===== config.mk =====
export PLATFORM = sky130hd
export DESIGN_NAME = quoted_argument_tokenizer
export DESIGN_NICKNAME = d
export VERILOG_FILES = /design/src/sv/qat_pkg.sv /design/src/sv/qat_in_reg.sv /design/src/sv/qat_core.sv /design/src/sv/quoted_argument_tokenizer.sv
export VERILOG_INCLUDE_DIRS = /design/src /design/src/sv
export SDC_FILE = /design/constraint.sdc
export NUM_CORES = 1
export LEC_CHECK = 0
export BUFFER_PORTS_ARGS = -buffer_cell sky130_fd_sc_hd__buf_4
export CORE_MARGIN = 5
export CORE_UTILIZATION = 33
export DETAILED_ROUTE_END_ITERATION = 10
export HOLD_SLACK_MARGIN = 0.05
export SLEW_MARGIN = 20
export SYNTH_ARGS = -nofsm -noshare
export SYNTH_HDL_FRONTEND = slang
export SYNTH_HIERARCHICAL = 1
export SYNTH_SLANG_ARGS = --single-unit
export TNS_END_PERCENT = 30

===== constraint.sdc =====
create_clock -name clock -period 9.65 [get_ports clock]
set_clock_uncertainty 0.15 [all_clocks]
set_input_delay 0.4825 -clock clock [delete_from_list [all_inputs] [get_ports clock]]
set_output_delay 0.4825 -clock clock [all_outputs]
set_load 0.01 [all_outputs]

===== src/sv/quoted_argument_tokenizer_macros.svh =====
// ----------------------------------------------------------------------------
// quoted_argument_tokenizer_macros.svh
// Assertion macros for the quoted argument tokenizer.
// ----------------------------------------------------------------------------
`ifndef QUOTED_ARGUMENT_TOKENIZER_MACROS_SVH
`define QUOTED_ARGUMENT_TOKENIZER_MACROS_SVH

`ifndef SYNTHESIS
// same-cycle implication
`define QAT_ASSERT_IMPL(name, clk, rst, ante, cons) \
   name: assert property (@(posedge clk) disable iff (rst) (ante) |-> (cons)) \
      else $error("qat assertion failed");
// next-cycle implication
`define QAT_ASSERT_NEXT(name, clk, rst, ante, cons) \
   name: assert property (@(posedge clk) disable iff (rst) (ante) |=> (cons)) \
      else $error("qat assertion failed");
`else
`define QAT_ASSERT_IMPL(name, clk, rst, ante, cons)
`define QAT_ASSERT_NEXT(name, clk, rst, ante, cons)
`endif

`endif


===== src/sv/qat_pkg.sv =====
// ----------------------------------------------------------------------------
// qat_pkg
// Types and character codes shared by the quoted argument tokenizer.
// ----------------------------------------------------------------------------
package qat_pkg;

   localparam logic [7:0] CH_SQUOTE = 8'h27;
   localparam logic [7:0] CH_DQUOTE = 8'h22;
   localparam logic [7:0] CH_BSLASH = 8'h5C;
   localparam logic [7:0] CH_SPACE  = 8'h20;
   localparam logic [7:0] CH_TAB    = 8'h09;
   localparam logic [7:0] CH_NL     = 8'h0A;

   typedef enum logic [2:0] {
      STATUS_OK             = 3'd0,
      STATUS_BAD_QUOTE      = 3'd1,
      STATUS_UNCLOSED_QUOTE = 3'd2,
      STATUS_DANGLING_ESC   = 3'd3,
      STATUS_OVERFLOW       = 3'd4
   } status_type;

   typedef struct packed {
      logic [7:0] char_in;
      logic [7:0] next_char;
      logic       is_last;
   } req_type;

   typedef struct packed {
      logic       write_char;
      logic [4:0] arg_index;
      logic [7:0] char_pos;
      logic [7:0] char_value;
      logic       token_end;
      logic [7:0] token_length;
      logic       done_res;
      logic [5:0] closed_count;
      logic [2:0] status;
   } rsp_type;

endpackage


===== src/sv/qat_in_reg.sv =====
// ----------------------------------------------------------------------------
// qat_in_reg
// Input register: captures one request and holds it until the core takes it.
// ----------------------------------------------------------------------------
module qat_in_reg
   import qat_pkg::*;
(
   input  logic    clock,
   input  logic    reset,
   input  logic    req_valid,
   output logic    req_stall,
   input  req_type req_data,
   input  logic    advance,
   output logic    held_valid,
   output req_type held_data
);

   logic    valid_ff;
   logic    valid_in;
   req_type data_ff;
   logic    load;

   assign req_stall  = valid_ff & ~advance;
   assign load       = req_valid & ~req_stall;
   assign valid_in   = load | (valid_ff & ~advance);
   assign held_valid = valid_ff;
   assign held_data  = data_ff;

   always_ff @(posedge clock) begin
      if (reset) begin
         valid_ff <= 1'b0;
      end else begin
         valid_ff <= valid_in;
      end
      if (load) begin
         data_ff <= req_data;
      end
   end

endmodule


===== src/sv/qat_core.sv =====
// ----------------------------------------------------------------------------
// qat_core
// Tokenizer state and the per-byte update that forms one response.
// ----------------------------------------------------------------------------
module qat_core
   import qat_pkg::*;
#(
   parameter int MAX_ARGS    = 32,
   parameter int MAX_ARG_LEN = 256
)
(
   input  logic    clock,
   input  logic    reset,
   input  logic    advance,
   input  req_type item,
   output rsp_type result
);

   localparam int POS_W = $clog2(MAX_ARG_LEN);
   localparam int CNT_W = $clog2(MAX_ARGS + 1);
   localparam logic [POS_W-1:0] POS_LIMIT = POS_W'(MAX_ARG_LEN - 1);
   localparam logic [CNT_W-1:0] CNT_LIMIT = CNT_W'(MAX_ARGS);

   logic             in_token_ff, in_token_in;
   logic             in_quotes_ff, in_quotes_in;
   logic             escape_ff, escape_in;
   logic [7:0]       open_quote_ff, open_quote_in;
   logic [POS_W-1:0] pos_ff, pos_in;
   logic [CNT_W-1:0] count_ff, count_in;
   logic             quote_err_ff, quote_err_in;
   logic             overflow_ff, overflow_in;

   logic             do_store;
   logic             do_close;
   logic             close_now;
   logic             wr;
   logic [POS_W-1:0] wr_pos;
   logic             tok_end;
   logic [POS_W-1:0] tok_len;
   status_type       status;
   logic [7:0]       c;

   always_comb begin
      c             = item.char_in;
      in_token_in   = in_token_ff;
      in_quotes_in  = in_quotes_ff;
      escape_in     = escape_ff;
      open_quote_in = open_quote_ff;
      pos_in        = pos_ff;
      count_in      = count_ff;
      quote_err_in  = quote_err_ff;
      overflow_in   = overflow_ff;
      do_store      = 1'b0;
      do_close      = 1'b0;
      wr            = 1'b0;
      wr_pos        = '0;
      tok_end       = 1'b0;
      tok_len       = '0;
      status        = STATUS_OK;

      if (c == CH_SPACE || c == CH_TAB || c == CH_NL) begin
         if (escape_ff || (in_token_ff && in_quotes_ff)) begin
            do_store = 1'b1;
         end else if (in_token_ff) begin
            do_close = 1'b1;
         end
      end else if (c == CH_SQUOTE || c == CH_DQUOTE) begin
         if (escape_ff) begin
            do_store = 1'b1;
         end else if (!in_token_ff) begin
            in_token_in   = 1'b1;
            in_quotes_in  = 1'b1;
            open_quote_in = c;
         end else if (in_quotes_ff) begin
            if (c == open_quote_ff) begin
               do_close = 1'b1;
            end else begin
               do_store = 1'b1;
            end
         end else begin
            quote_err_in = 1'b1;
         end
      end else if (c == CH_BSLASH) begin
         if ((in_quotes_ff && item.next_char != open_quote_ff) || escape_ff) begin
            do_store = 1'b1;
         end else begin
            escape_in = 1'b1;
         end
      end else begin
         do_store = 1'b1;
      end

      if (do_store) begin
         if (count_ff >= CNT_LIMIT || pos_ff >= POS_LIMIT) begin
            overflow_in = 1'b1;
         end else begin
            wr     = 1'b1;
            wr_pos = pos_ff;
            pos_in = pos_ff + POS_W'(1);
         end
         in_token_in = 1'b1;
         escape_in   = 1'b0;
      end

      // close on a separator or matching quote, or an open unquoted token at the end
      close_now = do_close || (item.is_last && in_token_in && !in_quotes_in);
      if (close_now) begin
         if (count_ff >= CNT_LIMIT) begin
            overflow_in = 1'b1;
         end else begin
            tok_end  = 1'b1;
            tok_len  = pos_in;
            count_in = count_ff + CNT_W'(1);
         end
         in_token_in  = 1'b0;
         in_quotes_in = 1'b0;
         pos_in       = '0;
      end

      if (item.is_last) begin
         if (quote_err_in) begin
            status = STATUS_BAD_QUOTE;
         end else if (in_quotes_in) begin
            status = STATUS_UNCLOSED_QUOTE;
         end else if (escape_in) begin
            status = STATUS_DANGLING_ESC;
         end else if (overflow_in) begin
            status = STATUS_OVERFLOW;
         end
      end

      result.write_char   = wr;
      result.arg_index    = 5'(count_ff);
      result.char_pos     = 8'(wr_pos);
      result.char_value   = wr ? c : 8'd0;
      result.token_end    = tok_end;
      result.token_length = 8'(tok_len);
      result.done_res     = item.is_last;
      result.closed_count = 6'(count_in);
      result.status       = status;
   end

   always_ff @(posedge clock) begin
      if (reset || (advance && item.is_last)) begin
         in_token_ff   <= 1'b0;
         in_quotes_ff  <= 1'b0;
         escape_ff     <= 1'b0;
         open_quote_ff <= '0;
         pos_ff        <= '0;
         count_ff      <= '0;
         quote_err_ff  <= 1'b0;
         overflow_ff   <= 1'b0;
      end else if (advance) begin
         in_token_ff   <= in_token_in;
         in_quotes_ff  <= in_quotes_in;
         escape_ff     <= escape_in;
         open_quote_ff <= open_quote_in;
         pos_ff        <= pos_in;
         count_ff      <= count_in;
         quote_err_ff  <= quote_err_in;
         overflow_ff   <= overflow_in;
      end
   end

endmodule


===== src/sv/quoted_argument_tokenizer.sv =====
// ----------------------------------------------------------------------------
// quoted_argument_tokenizer
// Shell-style splitter of a byte stream into arguments, one byte per request.
// ----------------------------------------------------------------------------
// Takes one request per clock while the response side does not stall, and
// returns exactly one response per request. A request passes an input
// register, then the tokenizer update, then the response register, from which
// its response is offered. The sustained rate is one byte per cycle without
// a response stall, set by the state update in the core. A stall on the
// response side reaches req_stall in the same cycle once both registers hold.
module quoted_argument_tokenizer
   import qat_pkg::*;
#(
   parameter int MAX_ARGS    = 32,
   parameter int MAX_ARG_LEN = 256
)
(
   input  logic    clock,
   input  logic    reset,
   input  logic    req_valid,
   output logic    req_stall,
   input  req_type req_data,
   output logic    rsp_valid,
   input  logic    rsp_stall,
   output rsp_type rsp_data
);

`include "quoted_argument_tokenizer_macros.svh"

   logic    held_valid;
   req_type held_data;
   logic    advance;
   rsp_type core_rsp;
   logic    rsp_valid_ff, rsp_valid_in;
   rsp_type rsp_data_ff;

   assign advance      = held_valid & (~rsp_valid_ff | ~rsp_stall);
   assign rsp_valid_in = advance | (rsp_valid_ff & rsp_stall);
   assign rsp_valid    = rsp_valid_ff;
   assign rsp_data     = rsp_data_ff;

   qat_in_reg u_in_reg (
      .clock      (clock),
      .reset      (reset),
      .req_valid  (req_valid),
      .req_stall  (req_stall),
      .req_data   (req_data),
      .advance    (advance),
      .held_valid (held_valid),
      .held_data  (held_data)
   );

   qat_core #(
      .MAX_ARGS    (MAX_ARGS),
      .MAX_ARG_LEN (MAX_ARG_LEN)
   ) u_core (
      .clock   (clock),
      .reset   (reset),
      .advance (advance),
      .item    (held_data),
      .result  (core_rsp)
   );

   always_ff @(posedge clock) begin
      if (reset) begin
         rsp_valid_ff <= 1'b0;
      end else begin
         rsp_valid_ff <= rsp_valid_in;
      end
      if (advance) begin
         rsp_data_ff <= core_rsp;
      end
   end

   `QAT_ASSERT_IMPL(a_status_only_at_end, clock, reset,
      rsp_valid && rsp_data.status != STATUS_OK, rsp_data.done_res)
   `QAT_ASSERT_IMPL(a_idle_char_fields_zero, clock, reset,
      rsp_valid && !rsp_data.write_char,
      rsp_data.char_pos == 8'd0 && rsp_data.char_value == 8'd0)
   `QAT_ASSERT_IMPL(a_close_counts_one, clock, reset,
      rsp_valid && rsp_data.token_end,
      5'(rsp_data.closed_count) == 5'(rsp_data.arg_index + 5'd1))
   `QAT_ASSERT_NEXT(a_core_moves_to_output, clock, reset,
      advance, rsp_valid && rsp_data == $past(core_rsp))

endmodule


==> Implementation_results.wiki <==
{| class="wikitable"
! Metric !! Value
|-
| Register bit total from synthesis || 87
|-
| Combinational cell fraction of total power || 8.5%
|-
| Max-Slew Margin vs Limit || 37.9%
|-
| Worst skew pair latency || 330 ps
|-
| Worst hold slack after final layout || between 150 and 200 ps
|-
| Worst-margin pin slew || 930 ps
|-
| Sequential power share || 52.5%
|-
| Type of the tightest min-delay check || input port to register
|-
| Post-route cell area || about 4700 µm²
|-
| RSZ-0062 raised after global routing || no
|-
| Antenna Violating Nets Remaining || 0
|-
| Proportion of netlist area held by the largest area contributor || 44.7%
|-
| Grt ovf || 0
|-
| Core box area || around 12000 µm²
|-
| I/O pin cnt || 64
|-
| Post-detailed-route wirelength per cell || 15.0 µm
|-
| Count of flip-flops with a built-in enable after synthesis || 58
|-
| Synth unique cells || 60
|-
| Die outline area || between 10000 and 15000 µm²
|-
| Proportion of synthesized flip-flops having asynchronous set or reset || 0%
|-
| Global-route wire length before repair || 13.2 mm
|-
| Syn. warnings || 6
|-
| Final max-slew violation count || 0
|-
| Gp weighted congestion || 0.832
|-
| Endpoint type of the worst setup path || register
|-
| Number of I/O port buffers || 63
|-
| H-tree depth || 3
|-
| DRC viols || 0
|-
| Vias per std cell || just over 5
|-
| Net switching power figure || roughly 0.00019 W
|-
| Number of placed cells counting well taps || 526
|-
| Maximum frequency from static timing analysis || about 310 MHz
|-
| Buffer levels on the longest clock path || 2
|-
| Die boundary width || 119 µm
|-
| Total number of placement rows || 39
|-
| Effective utilization at floorplan || about a third
|-
| Sw frac || 22.9%
|-
| Sequential Area || about 2300 µm²
|-
| Filler-free cell count of the finished design || between 500 and 600
|-
| Layout cells sized above 1 || 22.6%
|-
| Endpoint arrival time on the critical path || about 3200 ps
|-
| Summed negative setup slack over all endpoints || 0 ps
|-
| Sequential fraction of the synthesis area || 59.6%
|-
| Pwr/cell area || 172 nW/µm²
|-
| Iteration-0 DRC count of the detailed router || 196
|-
| CTS root buffer || clkbuf_16
|-
| Average footprint of a synthesized cell || 11.5 µm²
|-
| Die height || between 100 and 150 µm
|-
| DPL Wire Length || 5.70 mm
|-
| P_int || 0.000627 W
|-
| Post-CTS resize count || 0
|-
| Commonest register cell after synthesis || edfxtp_1
|-
| Class of the most critical setup path || register to register
|-
| Crit path max fanout || 19
|-
| Most frequent standard cell in the layout excluding fill and tap cells || buf_4
|-
| Hold Buf Count CTS || 0
|-
| Number of setup buffers added after CTS || 0
|-
| Routed WL || around 8.1 mm
|-
| Fin nets || ~420
|-
| Number of antenna violations at the first check in global routing || 0
|-
| Top cells by area in the synthesized netlist || edfxtp_1, dfxtp_1, xor2_1
|-
| Final-report setup violation count || 0
|-
| Peak ir drop on the vdd network || 0.0000790 V
|-
| Total placed instance area || 4460 µm²
|-
| Number of global-route vias before repair || 2671
|-
| Leakage Power || between 1.5 and 2 nW
|-
| Total number of vias || 2762
|-
| Detailed Routing Iterations Pass 1 || 4
|-
| Data required time at the worst endpoint || 9690 ps
|-
| Final core utilization || about two fifths
|-
| Syn nets || 365
|-
| Clock tree from TritonCTS || yes
|-
| Global routing usage summed across all routing layers || 11.6%
|-
| # diodes || 0
|-
| Hold Vio Cnt, Final || 0
|-
| Syn Inst Count || 340
|-
| Cell type with the largest total area after synthesis || edfxtp_1
|-
| Maximum capacitance violations || 0
|-
| Number of buffers added by the clock tree synthesis step || 9
|-
| Largest net degree at the start of global routing || 60
|-
| Total of fill cells in the finished design || 1098
|-
| Result of the run || complete, no violations
|-
| Final period demand of the worst path || about 3200 ps
|-
| Clock transition at the register clock pins on the worst setup and hold paths after CTS || roughly 60 ps
|-
| Clock power share || 39.0%
|-
| Combined area of all synthesized cells || 3900 µm²
|-
| Number of clock sinks seen by CTS || 87
|-
| Area grow syn2layout || 21.6%
|-
| Final period utilization || 33.1%
|-
| Element type at the critical path start || register
|-
| Commonest non-fill, non-tap cells in the layout || buf_4, edfxtp_1, dfxtp_1, and3_1
|-
| Area used by multi-input combinational logic || 1430 µm²
|}
## synthesized netlist by cell type, drive strengths merged, types with 3 or more instances
cell type	n
nand3	11
nand2	24
a31oi	12
xnor2	5
o21ai	13
inv	10
nor2b	5
clkbuf	12
edfxtp	58
nor2	22
xor2	22
nor3	4
or3	6
and2	3
nand4	8
and3	23
a21oi	17
buf	11
nor4	5
ha	4
dfxtp	29
## layout make-up
type / instances / share of cell area [%]
Timing Repair Buffer: 66 / 10.5
Inverter: 10 / 0.845
Multi-Input combinational cell: 220 / 30.1
Sequential cell: 87 / 49.0
Clock buffer: 10 / 5.04
Tap cell: 143 / 3.78
Clock inverter: 6 / 0.766
## through the flow
| stage | worst slack, ps | power, W |
|---|---|---|
| final | 6450 | 0.000814 |
| after global routing | 6220 | 0.000849 |
| after detailed placement | 6470 | 0.000506 |
| after global placement | 6550 | 0.000505 |
| after CTS | 6450 | 0.000827 |
| after floorplan | 5590 | 0.000474 |
## power groups by stage
stage | Combinational [W] | Sequential, W | Clock, W
floorplan | 0.0000374 | 0.000437 | 0
global placement | 0.0000697 | 0.000435 | 0
detailed placement | 0.0000705 | 0.000436 | 0
CTS | 0.0000709 | 0.000428 | 0.000328
global route | 0.0000766 | 0.000429 | 0.000343
finish | 0.0000693 | 0.000427 | 0.000317
## final timing paths
check	endpoint	slack, ps	start	depth (start not counted)
hold reg to reg	rsp_data[35]	340	u_core/count_ff[0]	0
setup reg to reg	rsp_data[15]	6450	u_in_reg/held_data[9]	7
hold / removal	u_in_reg/held_data[4]	170	req_data[4]	1
setup / recovery	rsp_data[15]	6450	u_in_reg/held_data[9]	7
## per-layer routing
layer  global-route usage, %  vias to the layer above  share of wire, %
met2                    19.1                       77                50
met1                    14.4                     1316                43
met5                       0                        -                 0
li1                        -                     1360                 -
met3                    2.96                        9               6.2
met4                    5.07                        0              0.92
## cells by family after synthesis
kind of cell | Yosys count | share of synthesized area [%]
AOI/OAI and AO/OA | 62 | 10.6
xor gates and xnor gates | 27 | 6.07
adders and majority gates | 4 | 1.28
buffers and inverters | 33 | 4.11
DFF | 87 | 59.6
muxes | 1 | 0.257
and+or+nand+nor | 126 | 18.2
## critical path: stages, from the launching register on
cell and delay (ps):
edfxtp_1 520, xnor2_1 220, and4_1 310, and3_1 200, a211oi_2 730, nand2_1 340, or3_1 430, a21oi_1 140
## flip-flops by register name, indices dropped and copies added, names as in the netlist, 6 cells and up
| register | cells |
|---|---|
| rsp_data | 41 |
| u_in_reg/held_data | 17 |
| u_core/open_quote_ff | 8 |
| u_core/pos_ff | 8 |
| u_core/count_ff | 6 |
(Power assumes the default switching activity.)
